File: src/hw/rtl/rbd_pkg.sv
// ----------------------------------------------------------------------------
// rbd_pkg: shared types and constants for the ring buffer deque
// Opcodes, status codes, controller states and the command/status
// bundles that join the controller to the datapath.
// ----------------------------------------------------------------------------
package rbd_pkg;

    localparam int DEPTH_DEFAULT      = 16;
    localparam int ELEM_WIDTH_DEFAULT = 32;

    localparam int OPCODE_W = 3;
    localparam int DATA_W   = 32;
    localparam int POS_W    = 4;
    localparam int STATUS_W = 2;
    localparam int COUNT_W  = 4;

    typedef enum logic [OPCODE_W-1:0] {
        OP_PUSH_BACK  = 3'd0,
        OP_PUSH_FRONT = 3'd1,
        OP_POP_FRONT  = 3'd2,
        OP_POP_BACK   = 3'd3,
        OP_READ       = 3'd4,
        OP_INSERT     = 3'd5,
        OP_REMOVE     = 3'd6
    } opcode_t;

    typedef enum logic [STATUS_W-1:0] {
        ST_OK        = 2'd0,
        ST_EMPTY     = 2'd1,
        ST_FULL      = 2'd2,
        ST_BAD_INDEX = 2'd3
    } status_t;

    typedef enum logic [3:0] {
        S_IDLE,
        S_EXEC,
        S_RD_WAIT,
        S_INS_RD,
        S_INS_WR,
        S_REM_CAP,
        S_REM_RD,
        S_REM_WR,
        S_RESULT
    } state_t;

    typedef enum logic [1:0] {
        WA_TAIL,
        WA_HEAD_PREV,
        WA_CUR
    } wr_addr_t;

    typedef enum logic [2:0] {
        RA_HEAD,
        RA_TAIL_PREV,
        RA_SLOT,
        RA_CUR_PREV,
        RA_CUR_NEXT
    } rd_addr_t;

    typedef enum logic [2:0] {
        CUR_HOLD,
        CUR_TAIL,
        CUR_SLOT,
        CUR_PREV,
        CUR_NEXT
    } cur_sel_t;

    typedef struct packed {
        logic     load_req;
        logic     set_status;
        status_t  status_val;
        logic     wr_en;
        wr_addr_t wr_addr;
        logic     wr_from_ram;
        logic     rd_en;
        rd_addr_t rd_addr;
        logic     head_inc;
        logic     head_dec;
        logic     tail_inc;
        logic     tail_dec;
        cur_sel_t cur_sel;
        logic     cap_rdata;
        logic     load_rsp;
    } rbd_cmd_t;

    typedef struct packed {
        opcode_t op;
        logic    full;
        logic    empty;
        logic    pos_bad;
        logic    cur_at_slot;
        logic    cur_next_tail;
        logic    rsp_free;
    } rbd_stat_t;

endpackage

File: src/hw/rtl/rbd_ram.sv
// ----------------------------------------------------------------------------
// rbd_ram: generic single-port-write, single-port-read RAM
// One write and one registered read per cycle.
// ----------------------------------------------------------------------------
module rbd_ram #(
    parameter  int WIDTH  = rbd_pkg::ELEM_WIDTH_DEFAULT,
    parameter  int DEPTH  = rbd_pkg::DEPTH_DEFAULT,
    localparam int ADDR_W = (DEPTH > 1) ? $clog2(DEPTH) : 1
) (
    input  logic              clk,
    input  logic              wr_en,
    input  logic [ADDR_W-1:0] wr_addr,
    input  logic [WIDTH-1:0]  wr_data,
    input  logic              rd_en,
    input  logic [ADDR_W-1:0] rd_addr,
    output logic [WIDTH-1:0]  rd_data
);

    logic [WIDTH-1:0] mem [DEPTH];

    always_ff @(posedge clk)
    begin
        if (wr_en)
        begin
            mem[wr_addr] <= wr_data;
        end
        if (rd_en)
        begin
            rd_data <= mem[rd_addr];
        end
    end

endmodule

File: src/hw/rtl/rbd_datapath.sv
// ----------------------------------------------------------------------------
// rbd_datapath: pointers, ring store and result register
// Holds head, tail and shift cursor, the request and result registers,
// and derives length, full/empty and the physical slot of a position.
// ----------------------------------------------------------------------------
module rbd_datapath #(
    parameter int DEPTH      = rbd_pkg::DEPTH_DEFAULT,
    parameter int ELEM_WIDTH = rbd_pkg::ELEM_WIDTH_DEFAULT
) (
    input  logic                          clk,
    input  logic                          rst_n,
    input  rbd_pkg::rbd_cmd_t             cmd,
    output rbd_pkg::rbd_stat_t            stat,
    input  logic [rbd_pkg::OPCODE_W-1:0]  opcode,
    input  logic [rbd_pkg::DATA_W-1:0]    elem_data,
    input  logic [rbd_pkg::POS_W-1:0]     position,
    input  logic                          rsp_stall,
    output logic                          rsp_valid,
    output logic [rbd_pkg::DATA_W-1:0]    read_data,
    output logic [rbd_pkg::STATUS_W-1:0]  status,
    output logic [rbd_pkg::COUNT_W-1:0]   entry_count
);

    localparam int PTR_W = $clog2(DEPTH);
    localparam int CMP_W = (PTR_W > rbd_pkg::POS_W) ? PTR_W : rbd_pkg::POS_W;
    localparam int SUM_W = CMP_W + 1;
    localparam logic [PTR_W-1:0] LAST      = PTR_W'(DEPTH - 1);
    localparam logic [PTR_W:0]   DEPTH_EXT = (PTR_W + 1)'(DEPTH);
    localparam logic [SUM_W-1:0] DEPTH_SUM = SUM_W'(DEPTH);

    function automatic logic [PTR_W-1:0] ptr_next(input logic [PTR_W-1:0] p);
        return (p == LAST) ? '0 : p + 1'b1;
    endfunction

    function automatic logic [PTR_W-1:0] ptr_prev(input logic [PTR_W-1:0] p);
        return (p == '0) ? LAST : p - 1'b1;
    endfunction

    logic [PTR_W-1:0] head_reg, head_next;
    logic [PTR_W-1:0] tail_reg, tail_next;
    logic [PTR_W-1:0] cur_reg, cur_next;
    logic             rsp_valid_reg, rsp_valid_next;

    rbd_pkg::opcode_t             op_reg, op_next;
    logic [ELEM_WIDTH-1:0]        data_reg, data_next;
    logic [rbd_pkg::POS_W-1:0]    pos_reg, pos_next;
    logic [ELEM_WIDTH-1:0]        rdata_reg, rdata_next;
    rbd_pkg::status_t             status_reg, status_next;
    logic [rbd_pkg::DATA_W-1:0]   rsp_data_reg, rsp_data_next;
    logic [rbd_pkg::STATUS_W-1:0] rsp_status_reg, rsp_status_next;
    logic [rbd_pkg::COUNT_W-1:0]  rsp_count_reg, rsp_count_next;

    logic [PTR_W-1:0]      len;
    logic [CMP_W-1:0]      len_cmp;
    logic [SUM_W-1:0]      slot_sum;
    logic [PTR_W-1:0]      slot;
    logic [PTR_W-1:0]      ram_wr_addr;
    logic [PTR_W-1:0]      ram_rd_addr;
    logic [ELEM_WIDTH-1:0] ram_wr_data;
    logic [ELEM_WIDTH-1:0] ram_rd_data;

    // Length, and the physical slot of a logical position (valid when in range)
    assign len      = (tail_reg >= head_reg) ? tail_reg - head_reg
                    : PTR_W'({1'b0, tail_reg} + DEPTH_EXT - {1'b0, head_reg});
    assign len_cmp  = CMP_W'(len);
    assign slot_sum = SUM_W'(head_reg) + SUM_W'(pos_reg);
    assign slot     = (slot_sum >= DEPTH_SUM) ? PTR_W'(slot_sum - DEPTH_SUM)
                                              : PTR_W'(slot_sum);

    assign stat.op            = op_reg;
    assign stat.full          = (ptr_next(tail_reg) == head_reg);
    assign stat.empty         = (head_reg == tail_reg);
    assign stat.pos_bad       = (CMP_W'(pos_reg) >= len_cmp);
    assign stat.cur_at_slot   = (cur_reg == slot);
    assign stat.cur_next_tail = (ptr_next(cur_reg) == tail_reg);
    assign stat.rsp_free      = !rsp_valid_reg || !rsp_stall;

    always_comb
    begin
        unique case (cmd.wr_addr)
            rbd_pkg::WA_TAIL:      ram_wr_addr = tail_reg;
            rbd_pkg::WA_HEAD_PREV: ram_wr_addr = ptr_prev(head_reg);
            rbd_pkg::WA_CUR:       ram_wr_addr = cur_reg;
            default:               ram_wr_addr = tail_reg;
        endcase
    end

    always_comb
    begin
        unique case (cmd.rd_addr)
            rbd_pkg::RA_HEAD:      ram_rd_addr = head_reg;
            rbd_pkg::RA_TAIL_PREV: ram_rd_addr = ptr_prev(tail_reg);
            rbd_pkg::RA_SLOT:      ram_rd_addr = slot;
            rbd_pkg::RA_CUR_PREV:  ram_rd_addr = ptr_prev(cur_reg);
            rbd_pkg::RA_CUR_NEXT:  ram_rd_addr = ptr_next(cur_reg);
            default:               ram_rd_addr = head_reg;
        endcase
    end

    assign ram_wr_data = cmd.wr_from_ram ? ram_rd_data : data_reg;

    rbd_ram #(
        .WIDTH (ELEM_WIDTH),
        .DEPTH (DEPTH)
    ) u_ring_store (
        .clk     (clk),
        .wr_en   (cmd.wr_en),
        .wr_addr (ram_wr_addr),
        .wr_data (ram_wr_data),
        .rd_en   (cmd.rd_en),
        .rd_addr (ram_rd_addr),
        .rd_data (ram_rd_data)
    );

    always_comb
    begin
        head_next = head_reg;
        if (cmd.head_inc)
        begin
            head_next = ptr_next(head_reg);
        end
        else if (cmd.head_dec)
        begin
            head_next = ptr_prev(head_reg);
        end

        tail_next = tail_reg;
        if (cmd.tail_inc)
        begin
            tail_next = ptr_next(tail_reg);
        end
        else if (cmd.tail_dec)
        begin
            tail_next = ptr_prev(tail_reg);
        end

        unique case (cmd.cur_sel)
            rbd_pkg::CUR_HOLD: cur_next = cur_reg;
            rbd_pkg::CUR_TAIL: cur_next = tail_reg;
            rbd_pkg::CUR_SLOT: cur_next = slot;
            rbd_pkg::CUR_PREV: cur_next = ptr_prev(cur_reg);
            rbd_pkg::CUR_NEXT: cur_next = ptr_next(cur_reg);
            default:           cur_next = cur_reg;
        endcase
    end

    always_comb
    begin
        op_next   = op_reg;
        data_next = data_reg;
        pos_next  = pos_reg;
        if (cmd.load_req)
        begin
            op_next   = rbd_pkg::opcode_t'(opcode);
            data_next = ELEM_WIDTH'(elem_data);
            pos_next  = position;
        end

        status_next = status_reg;
        rdata_next  = rdata_reg;
        if (cmd.set_status)
        begin
            status_next = cmd.status_val;
            rdata_next  = '0;
        end
        if (cmd.cap_rdata)
        begin
            rdata_next = ram_rd_data;
        end
    end

    // Result register: free once taken, so a finished result can wait here
    always_comb
    begin
        rsp_data_next   = rsp_data_reg;
        rsp_status_next = rsp_status_reg;
        rsp_count_next  = rsp_count_reg;
        if (cmd.load_rsp)
        begin
            rsp_valid_next  = 1'b1;
            rsp_data_next   = rbd_pkg::DATA_W'(rdata_reg);
            rsp_status_next = status_reg;
            rsp_count_next  = rbd_pkg::COUNT_W'(len_cmp);
        end
        else if (!rsp_stall)
        begin
            rsp_valid_next = 1'b0;
        end
        else
        begin
            rsp_valid_next = rsp_valid_reg;
        end
    end

    always_ff @(posedge clk or negedge rst_n)
    begin
        if (!rst_n)
        begin
            head_reg      <= '0;
            tail_reg      <= '0;
            cur_reg       <= '0;
            rsp_valid_reg <= 1'b0;
        end
        else
        begin
            head_reg      <= head_next;
            tail_reg      <= tail_next;
            cur_reg       <= cur_next;
            rsp_valid_reg <= rsp_valid_next;
        end
    end

    always_ff @(posedge clk)
    begin
        op_reg         <= op_next;
        data_reg       <= data_next;
        pos_reg        <= pos_next;
        status_reg     <= status_next;
        rdata_reg      <= rdata_next;
        rsp_data_reg   <= rsp_data_next;
        rsp_status_reg <= rsp_status_next;
        rsp_count_reg  <= rsp_count_next;
    end

    assign rsp_valid   = rsp_valid_reg;
    assign read_data   = rsp_data_reg;
    assign status      = rsp_status_reg;
    assign entry_count = rsp_count_reg;

endmodule

File: src/hw/rtl/rbd_ctrl.sv
// ----------------------------------------------------------------------------
// rbd_ctrl: operation sequencer for the ring buffer deque
// Decodes the latched opcode, drives RAM and pointer commands, walks the
// shift loops of insert and remove, and hands the result to the output.
// ----------------------------------------------------------------------------
module rbd_ctrl (
    input  logic               clk,
    input  logic               rst_n,
    input  logic               req_valid,
    output logic               req_stall,
    input  rbd_pkg::rbd_stat_t stat,
    output rbd_pkg::rbd_cmd_t  cmd
);

    rbd_pkg::state_t state_reg, state_next;

    always_ff @(posedge clk or negedge rst_n)
    begin
        if (!rst_n)
        begin
            state_reg <= rbd_pkg::S_IDLE;
        end
        else
        begin
            state_reg <= state_next;
        end
    end

    always_comb
    begin
        cmd        = '0;
        state_next = state_reg;
        req_stall  = (state_reg != rbd_pkg::S_IDLE);

        unique case (state_reg)
            rbd_pkg::S_IDLE:
            begin
                if (req_valid)
                begin
                    cmd.load_req = 1'b1;
                    state_next   = rbd_pkg::S_EXEC;
                end
            end

            rbd_pkg::S_EXEC:
            begin
                cmd.set_status = 1'b1;
                cmd.status_val = rbd_pkg::ST_OK;
                state_next     = rbd_pkg::S_RESULT;
                unique case (stat.op)
                    rbd_pkg::OP_PUSH_BACK:
                    begin
                        if (stat.full)
                        begin
                            cmd.status_val = rbd_pkg::ST_FULL;
                        end
                        else
                        begin
                            cmd.wr_en    = 1'b1;
                            cmd.wr_addr  = rbd_pkg::WA_TAIL;
                            cmd.tail_inc = 1'b1;
                        end
                    end
                    rbd_pkg::OP_PUSH_FRONT:
                    begin
                        if (stat.full)
                        begin
                            cmd.status_val = rbd_pkg::ST_FULL;
                        end
                        else
                        begin
                            cmd.wr_en    = 1'b1;
                            cmd.wr_addr  = rbd_pkg::WA_HEAD_PREV;
                            cmd.head_dec = 1'b1;
                        end
                    end
                    rbd_pkg::OP_POP_FRONT:
                    begin
                        if (stat.empty)
                        begin
                            cmd.status_val = rbd_pkg::ST_EMPTY;
                        end
                        else
                        begin
                            cmd.rd_en    = 1'b1;
                            cmd.rd_addr  = rbd_pkg::RA_HEAD;
                            cmd.head_inc = 1'b1;
                            state_next   = rbd_pkg::S_RD_WAIT;
                        end
                    end
                    rbd_pkg::OP_POP_BACK:
                    begin
                        if (stat.empty)
                        begin
                            cmd.status_val = rbd_pkg::ST_EMPTY;
                        end
                        else
                        begin
                            cmd.rd_en    = 1'b1;
                            cmd.rd_addr  = rbd_pkg::RA_TAIL_PREV;
                            cmd.tail_dec = 1'b1;
                            state_next   = rbd_pkg::S_RD_WAIT;
                        end
                    end
                    rbd_pkg::OP_READ:
                    begin
                        if (stat.pos_bad)
                        begin
                            cmd.status_val = rbd_pkg::ST_BAD_INDEX;
                        end
                        else
                        begin
                            cmd.rd_en   = 1'b1;
                            cmd.rd_addr = rbd_pkg::RA_SLOT;
                            state_next  = rbd_pkg::S_RD_WAIT;
                        end
                    end
                    rbd_pkg::OP_INSERT:
                    begin
                        if (stat.full)
                        begin
                            cmd.status_val = rbd_pkg::ST_FULL;
                        end
                        else if (stat.pos_bad)
                        begin
                            // position at or past the length: append
                            cmd.wr_en    = 1'b1;
                            cmd.wr_addr  = rbd_pkg::WA_TAIL;
                            cmd.tail_inc = 1'b1;
                        end
                        else
                        begin
                            cmd.cur_sel = rbd_pkg::CUR_TAIL;
                            state_next  = rbd_pkg::S_INS_RD;
                        end
                    end
                    rbd_pkg::OP_REMOVE:
                    begin
                        if (stat.pos_bad)
                        begin
                            cmd.status_val = rbd_pkg::ST_BAD_INDEX;
                        end
                        else
                        begin
                            cmd.rd_en   = 1'b1;
                            cmd.rd_addr = rbd_pkg::RA_SLOT;
                            cmd.cur_sel = rbd_pkg::CUR_SLOT;
                            state_next  = rbd_pkg::S_REM_CAP;
                        end
                    end
                    default:
                    begin
                        // unused opcode: report ok, change nothing
                    end
                endcase
            end

            rbd_pkg::S_RD_WAIT:
            begin
                cmd.cap_rdata = 1'b1;
                state_next    = rbd_pkg::S_RESULT;
            end

            // Insert: walk the cursor from tail down to the insert slot
            rbd_pkg::S_INS_RD:
            begin
                if (stat.cur_at_slot)
                begin
                    cmd.wr_en    = 1'b1;
                    cmd.wr_addr  = rbd_pkg::WA_CUR;
                    cmd.tail_inc = 1'b1;
                    state_next   = rbd_pkg::S_RESULT;
                end
                else
                begin
                    cmd.rd_en   = 1'b1;
                    cmd.rd_addr = rbd_pkg::RA_CUR_PREV;
                    state_next  = rbd_pkg::S_INS_WR;
                end
            end

            rbd_pkg::S_INS_WR:
            begin
                cmd.wr_en       = 1'b1;
                cmd.wr_addr     = rbd_pkg::WA_CUR;
                cmd.wr_from_ram = 1'b1;
                cmd.cur_sel     = rbd_pkg::CUR_PREV;
                state_next      = rbd_pkg::S_INS_RD;
            end

            rbd_pkg::S_REM_CAP:
            begin
                cmd.cap_rdata = 1'b1;
                state_next    = rbd_pkg::S_REM_RD;
            end

            // Remove: pull each later entry down one slot until the tail
            rbd_pkg::S_REM_RD:
            begin
                if (stat.cur_next_tail)
                begin
                    cmd.tail_dec = 1'b1;
                    state_next   = rbd_pkg::S_RESULT;
                end
                else
                begin
                    cmd.rd_en   = 1'b1;
                    cmd.rd_addr = rbd_pkg::RA_CUR_NEXT;
                    state_next  = rbd_pkg::S_REM_WR;
                end
            end

            rbd_pkg::S_REM_WR:
            begin
                cmd.wr_en       = 1'b1;
                cmd.wr_addr     = rbd_pkg::WA_CUR;
                cmd.wr_from_ram = 1'b1;
                cmd.cur_sel     = rbd_pkg::CUR_NEXT;
                state_next      = rbd_pkg::S_REM_RD;
            end

            rbd_pkg::S_RESULT:
            begin
                // hold until the result register is free
                if (stat.rsp_free)
                begin
                    cmd.load_rsp = 1'b1;
                    state_next   = rbd_pkg::S_IDLE;
                end
            end

            default:
            begin
                state_next = rbd_pkg::S_IDLE;
            end
        endcase
    end

endmodule

File: src/hw/rtl/ring_buffer_deque.sv
// ----------------------------------------------------------------------------
// ring_buffer_deque: double-ended queue in a ring store
// Push/pop at both ends, read, insert and remove at a logical position,
// each answered with data, status and the element count.
//
//   channel  direction  handshake              payload
//   req      in         req_valid / req_stall  opcode, elem_data, position
//   rsp      out        rsp_valid / rsp_stall  read_data, status, entry_count
//
// One request is worked at a time; insert and remove take longer as more
// entries are shifted. A finished result waits in the output register while
// the next request is taken; a second finished result holds req_stall high
// until the first is taken. Reset clears head, tail and control; the store
// keeps no reset.
// ----------------------------------------------------------------------------
module ring_buffer_deque #(
    parameter int DEPTH      = rbd_pkg::DEPTH_DEFAULT,
    parameter int ELEM_WIDTH = rbd_pkg::ELEM_WIDTH_DEFAULT
) (
    input  logic                          clk,
    input  logic                          rst_n,
    input  logic                          req_valid,
    output logic                          req_stall,
    input  logic [rbd_pkg::OPCODE_W-1:0]  opcode,
    input  logic [rbd_pkg::DATA_W-1:0]    elem_data,
    input  logic [rbd_pkg::POS_W-1:0]     position,
    output logic                          rsp_valid,
    input  logic                          rsp_stall,
    output logic [rbd_pkg::DATA_W-1:0]    read_data,
    output logic [rbd_pkg::STATUS_W-1:0]  status,
    output logic [rbd_pkg::COUNT_W-1:0]   entry_count
);

    rbd_pkg::rbd_cmd_t  cmd;
    rbd_pkg::rbd_stat_t stat;

    rbd_ctrl u_ctrl (
        .clk       (clk),
        .rst_n     (rst_n),
        .req_valid (req_valid),
        .req_stall (req_stall),
        .stat      (stat),
        .cmd       (cmd)
    );

    rbd_datapath #(
        .DEPTH      (DEPTH),
        .ELEM_WIDTH (ELEM_WIDTH)
    ) u_datapath (
        .clk         (clk),
        .rst_n       (rst_n),
        .cmd         (cmd),
        .stat        (stat),
        .opcode      (opcode),
        .elem_data   (elem_data),
        .position    (position),
        .rsp_stall   (rsp_stall),
        .rsp_valid   (rsp_valid),
        .read_data   (read_data),
        .status      (status),
        .entry_count (entry_count)
    );

endmodule

File: config.mk
export PLATFORM = sky130hd
export DESIGN_NAME = ring_buffer_deque
export DESIGN_NICKNAME = d
export VERILOG_FILES = /design/src/hw/rtl/rbd_pkg.sv /design/src/hw/rtl/rbd_ram.sv /design/src/hw/rtl/rbd_datapath.sv /design/src/hw/rtl/rbd_ctrl.sv /design/src/hw/rtl/ring_buffer_deque.sv
export SDC_FILE = /design/constraint.sdc
export NUM_CORES = 1
export LEC_CHECK = 0
export BUFFER_PORTS_ARGS = -buffer_cell sky130_fd_sc_hd__buf_2
export CAP_MARGIN = 20
export CORE_UTILIZATION = 43
export DETAILED_ROUTE_END_ITERATION = 6
export GPL_TIMING_DRIVEN = 0
export PLACE_DENSITY_LB_ADDON = 0.2
export SYNTH_ARGS = -nofsm -noshare
export SYNTH_HDL_FRONTEND = slang
export SYNTH_HIERARCHICAL = 1
export SYNTH_SLANG_ARGS = --single-unit
File: constraint.sdc
create_clock -name clk -period 19.6 [get_ports clk]
set_input_delay 1.96 -clock clk [delete_from_list [all_inputs] [get_ports clk]]
set_output_delay 1.96 -clock clk [all_outputs]
set_load 0.005 [all_outputs]
; ---- After elaboration in Yosys (flattened, before gate mapping)
; Memories as Yosys holds them, arrays and structs flattened. A register that Yosys moved wholly into a read port is not among the register bits.
; Index checks and enable logic that the tools add are counted.
[classes]
n_lt_le_gt_ge = 3
n_reduce_logical = 20
addsub = 11
n_shift = 0
n_bitwise = 0
div = 0
mul = 0
eq_ne = 34
n_mux = 76
[ops]
columns = operator, n
row1 = 2-to-1 mux 4 bit, 25
row2 = 2-to-1 mux 32 bit, 3
row3 = one-hot mux 4 bit (4 select lines), 3
row4 = one-hot mux 4 bit (8 select lines), 1
row5 = one-hot mux 3 bit (3 select lines), 3
row6 = one-hot mux 4 bit (3 select lines), 2
row7 = 2-to-1 mux 1 bit, 21
row8 = 2-to-1 mux 3 bit, 7
row9 = == test 3 x 2 -> 1 bit (second input constant), 6
row10 = adder 4 x 1 -> 4 bit (second input constant), 4
row11 = == test 4 x 3 -> 1 bit (second input constant), 4
row12 = == test 4 bit, 4
row13 = == test 4 bit (second input constant), 4
row14 = zero test 4 bit, 4
row15 = subtractor 4 x 1 -> 4 bit (second input constant), 4
row16 = == test 3 bit (second input constant), 5
row17 = OR reduction 2 bit, 5
row18 = == test 3 x 1 -> 1 bit (second input constant), 3
row19 = == test 4 x 2 -> 1 bit (second input constant), 2
row20 = >= comparator 4 bit, 2
row21 = 2-to-1 mux 2 bit, 4
row22 = one-hot mux 4 bit (2 select lines), 1
row23 = nonzero test 4 bit, 2
row24 = subtractor 4 bit, 2
row25 = other kinds (17), 23
[word_totals]
mem_bits_ro = 0
output_inout_bits = 40
mem_count = 1
ram_bits = 512
in_bits = 43
ff_bits = 128
latchBits = 0
[mem_list]
columns = name, words, word_bits, rd, rd_ports_with_merged_regs, wr, line
row1 = u_datapath.u_ring_store.mem, 16, 32, 1, 1, 1, rbd_ram.sv:19  ; logic [WIDTH-1:0] mem [DEPTH];

; ---- Logic depth before layout (Yosys ltp)
[logic_depth]
word_depth = 10
ltp_mapped = 22
mapped_depth_nobuf = 18

; ---- By module
; The synthesis kept the hierarchy.
[by_module_without_submodules]
columns = module, area_each_um2, seq_area_each_um2, n_inst, cells_per_inst
row1 = rbd_ram, 20155.6, 16335.7, 1, 838
row2 = rbd_datapath, 5977.0, 3658.5, 1, 437
row3 = rbd_ctrl, 623.1, 100.1, 1, 94

; ---- Least setup slack after synthesis
; OpenSTA, ideal clock, no wires.
[synth_path]
path_type = register to register
start = register u_datapath.tail_reg[1]
end = memory u_datapath/u_ring_store/mem[0][0] in the netlist's numbering (enable)
path_buffers = 1
path_slack_ps = 13394
required_time_ps = 19139
path_stages_with_launch = 15
arrival_time_ps = 5745
cell_sequence = dfrtp_1 ha_1 a21o_1 a21oi_1 or3_1 a2111oi_0 nor2_1 and3_1 inv_1 ha_1 clkbuf_1 a221oi_1 a21oi_1 or3b_2 nor3_1
[synth_lines]
columns = item, line
row1 = from (decl), rbd_datapath.sv:40  ; logic [PTR_W-1:0] tail_reg, tail_next;
row2 = from (signal assigned), rbd_datapath.sv:207  ; tail_reg <= tail_next;
row3 = to (decl), rbd_ram.sv:19

==> impl_metrics.env <==
export IMPL_dpl_cell_count=2320
export IMPL_p_clk_frac=0.242
export IMPL_first_pass_iters=5
export IMPL_grt_max_degree=33
export IMPL_hpwlAfterDp_mm=37.9
export IMPL_drc=0
export IMPL_synth_flop_cell="edfxtp_1"
export IMPL_critPathMaxFanout=10
export IMPL_arrival_ps=7020
export IMPL_antenna_found_initial=1
export IMPL_synth_common_cells="edfxtp_1, mux4_2, a22oi_1"
export IMPL_cts_resized=0
export IMPL_dp_slack_ps=13120
export IMPL_synthCells=1369
export IMPL_cellPowerDensity_nw_per_um2=174
export IMPL_clk_path_buf_depth=3
export IMPL_path_common_cell="clkbuf_1"
export IMPL_switchingPower_mw=1.85
export IMPL_tritoncts="built"
export IMPL_cts_sinks=672
export IMPL_whs_path_depth=0
export IMPL_fmax_mhz=153
export IMPL_synth_warnings=6
export IMPL_setup_tns_ps=0
export IMPL_setup_viol=0
export IMPL_clk_pin_slew_ps=60
export IMPL_status="finished clean"
export IMPL_regToRegStartpoint="u_datapath/head_reg[1]"
export IMPL_fillCellCount=4973
export IMPL_ff_latch_area_sq_um=20100
export IMPL_dieWidth_um=251
export IMPL_clk_latency_ps=600
export IMPL_wl_per_cell_um=23.9
export IMPL_p_seq_frac=0.370
export IMPL_yosysTopAreaCellShare=0.735
export IMPL_num_rows=91
export IMPL_cp_end_kind="flop"
export IMPL_cts_hold_buf=0
export IMPL_place_area_sq_um=28800
export IMPL_io_pins=83
export IMPL_synth_area_leaders="edfxtp_1, mux4_2, a22oi_1"
export IMPL_period_share=0.334
export IMPL_ys_seq_area_frac=0.751
export IMPL_slew_violations=0
export IMPL_cts_root_buf="clkbuf_16"
export IMPL_max_cap_viol_count=0
export IMPL_viasPerCell=5.48
export IMPL_yosysMostFrequentCell="edfxtp_1"
export IMPL_h_tree_depth=3
export IMPL_worstPathCellList="clkbuf_1 -> inv_1 -> fa_1 -> inv_1 -> ha_1 -> a21o_1 -> a21o_1 -> a21o_1 -> or3_1 -> a21oi_1 -> clkbuf_1 -> mux2i_1 -> nand2_1 -> a31oi_1 -> nor4_1 -> nor2b_1 -> clkbuf_1 -> clkbuf_1 -> a22oi_1 -> nand2_1"
export IMPL_switching_share=0.341
export IMPL_layout_min_cycle_time_ps=6550
export IMPL_largest_reg_flops=512
export IMPL_worstHoldStart="u_datapath/status_reg[1]"
export IMPL_hold_slack_ps=415
export IMPL_hold_violations=0
export IMPL_criticalPathCategory="flop to flop"
export IMPL_p_int_mw=3.57
export IMPL_synth_top_cell_by_area="edfxtp_1"
export IMPL_worst_pin_slew_ps=1150
export IMPL_finalPower_mw=5.42
export IMPL_die_h_um=251
export IMPL_cp_required_ps=20070
export IMPL_cts_setup_buffers=0
export IMPL_hp_class="flop to flop"
export IMPL_io_buffers=82
export IMPL_ant_nets=0
export IMPL_globalplace_congestion=0.881
export IMPL_rr_worst_depth=20
export IMPL_syn_nets=1434
export IMPL_crit_path_start_kind="flop"
export IMPL_combPwrFrac=0.388
export IMPL_async_flop_share=0.0253
export IMPL_whs_endpoint="u_datapath/status[1]"
export IMPL_cts_buffers=71
export IMPL_ys_seq_elements=672
export IMPL_cp_startpoint="u_datapath/head_reg[1]"
export IMPL_core_area_sq_um=61600
export IMPL_peakVddDrop_mv=0.0948
export IMPL_grt_usage=0.190
export IMPL_synth_edff_count=655
export IMPL_max_slew_margin=0.229
export IMPL_leakage_nw=10.2
export IMPL_num_nets_final=1622
export IMPL_initial_core_util=0.434
export IMPL_rsz0062_at_grt="false"
export IMPL_routed_wl_mm=58.6
export IMPL_r2r_slack_ps=13050
export IMPL_first_iter_violations=993
export IMPL_drive_above_1_share=0.270
export IMPL_final_area_sq_um=31100
export IMPL_regMostFlops="u_datapath/u_ring_store/mem"
export IMPL_grt_pass1_wl_mm=88.1
export IMPL_vias=13400
export IMPL_area_growth_pct=16.4
export IMPL_fin_util=0.506
export IMPL_avgSynthCellArea_sq_um=19.5
export IMPL_setup_ws_ps=13050
export IMPL_synth_cell_types=74
export IMPL_critPathSlowestCell="clkbuf_1"
export IMPL_fin_skew_ps=17.2
export IMPL_syn_area_sq_um=26800
export IMPL_die_area_sq_um=63200
export IMPL_regToRegEndpoint="u_datapath/u_ring_store/rd_data[15]"
export IMPL_grt_pass1_vias=13900
export IMPL_cpPeakStageDelay_ps=720
export IMPL_grt_overflow=0
export IMPL_multi_input_area_sq_um=6300
export IMPL_fin_cells=2451
critical path: cells and delay by family, from the launching register on:
family / cells / cell delay, ps
buffers and inverters: 6 / 2100
and+or+nand+nor: 5 / 1520
AOI/OAI and AO/OA: 6 / 1290
adders and majority gates: 2 / 890
DFF: 1 / 440
muxes: 1 / 130
cell type report:
type	count	area share
Antenna cell	1	0.0000803
Buffer	75	0.0118
Clock buffer	93	0.0604
Clock inverter	36	0.0127
Inverter	28	0.00337
Multi-Input combinational cell	594	0.202
Sequential cell	672	0.645
Tap cell	837	0.0336
Timing Repair Buffer	115	0.0304
per-layer routing:
| metal | vias to the layer above | wire [um] | track usage |
|---|---|---|---|
| met5 | - | 0 | 0 |
| met4 | 0 | 1390 | 0.0638 |
| met3 | 87 | 3180 | 0.0263 |
| met2 | 371 | 28300 | 0.306 |
| met1 | 6995 | 25700 | 0.267 |
| li1 | 5967 | - | - |
cell usage in the layout (no fill, tap or decap), types with 9 or more instances in the layout:
cell type,Yosys,routed
nor2_1,37,25
xor2_1,10,10
dfrtp_1,17,17
clkbuf_1,32,53
buf_1,14,14
a22oi_1,65,65
edfxtp_1,655,655
nand2_1,61,60
buf_4,10,10
xnor2_1,12,12
nor2b_1,12,12
clkbuf_16,0,72
buf_6,4,18
buf_2,15,98
buf_12,0,12
nor2_4,0,12
a21o_1,9,9
mux2_2,33,33
a21oi_1,22,22
a31oi_1,9,9
mux4_2,129,129
clkinv_2,0,9
ha_1,20,20
and2_1,35,35
nand2b_1,10,10
o21ai_0,20,20
clkinv_1,0,13
inv_1,27,27
worst max-delay path by stage:
stage / endpoint / slack [ps] / cells past startpoint
global route: u_datapath/u_ring_store/rd_data[15] / 12830 / 20
floorplan: u_datapath/u_ring_store/mem[0][0] / 13390 / 14
global placement: u_datapath/u_ring_store/mem[0][15] / 9550 / 14
finish: u_datapath/u_ring_store/rd_data[15] / 13050 / 20
detailed placement: u_datapath/u_ring_store/rd_data[15] / 13120 / 20
CTS: u_datapath/u_ring_store/rd_data[15] / 13070 / 20
cells by family (layout without fill, tap and decap cells):
family,after synthesis,count (layout),share of synthesized area
AND/OR/NAND/NOR,207,207,0.0405
adder cells (fa/ha/maj),22,22,0.0108
flip-flops,672,672,0.751
XOR/XNOR,23,23,0.00804
other,0,1,0
multiplexers,168,168,0.125
buffers and inverters,103,347,0.0177
AO/OA/AOI/OAI,174,174,0.0466
power by group through the flow:
stage                     combinational [mW]  clock, mW  sequential [mW]
after floorplan                         1.43          0             2.02
after global placement                  2.06          0             2.05
after detailed placement                2.12          0             2.04
after CTS                               2.14       1.34             2.01
after global routing                    2.29       1.39             2.02
final                                   2.10       1.31             2.00
Power figures use the tool's default switching activity.
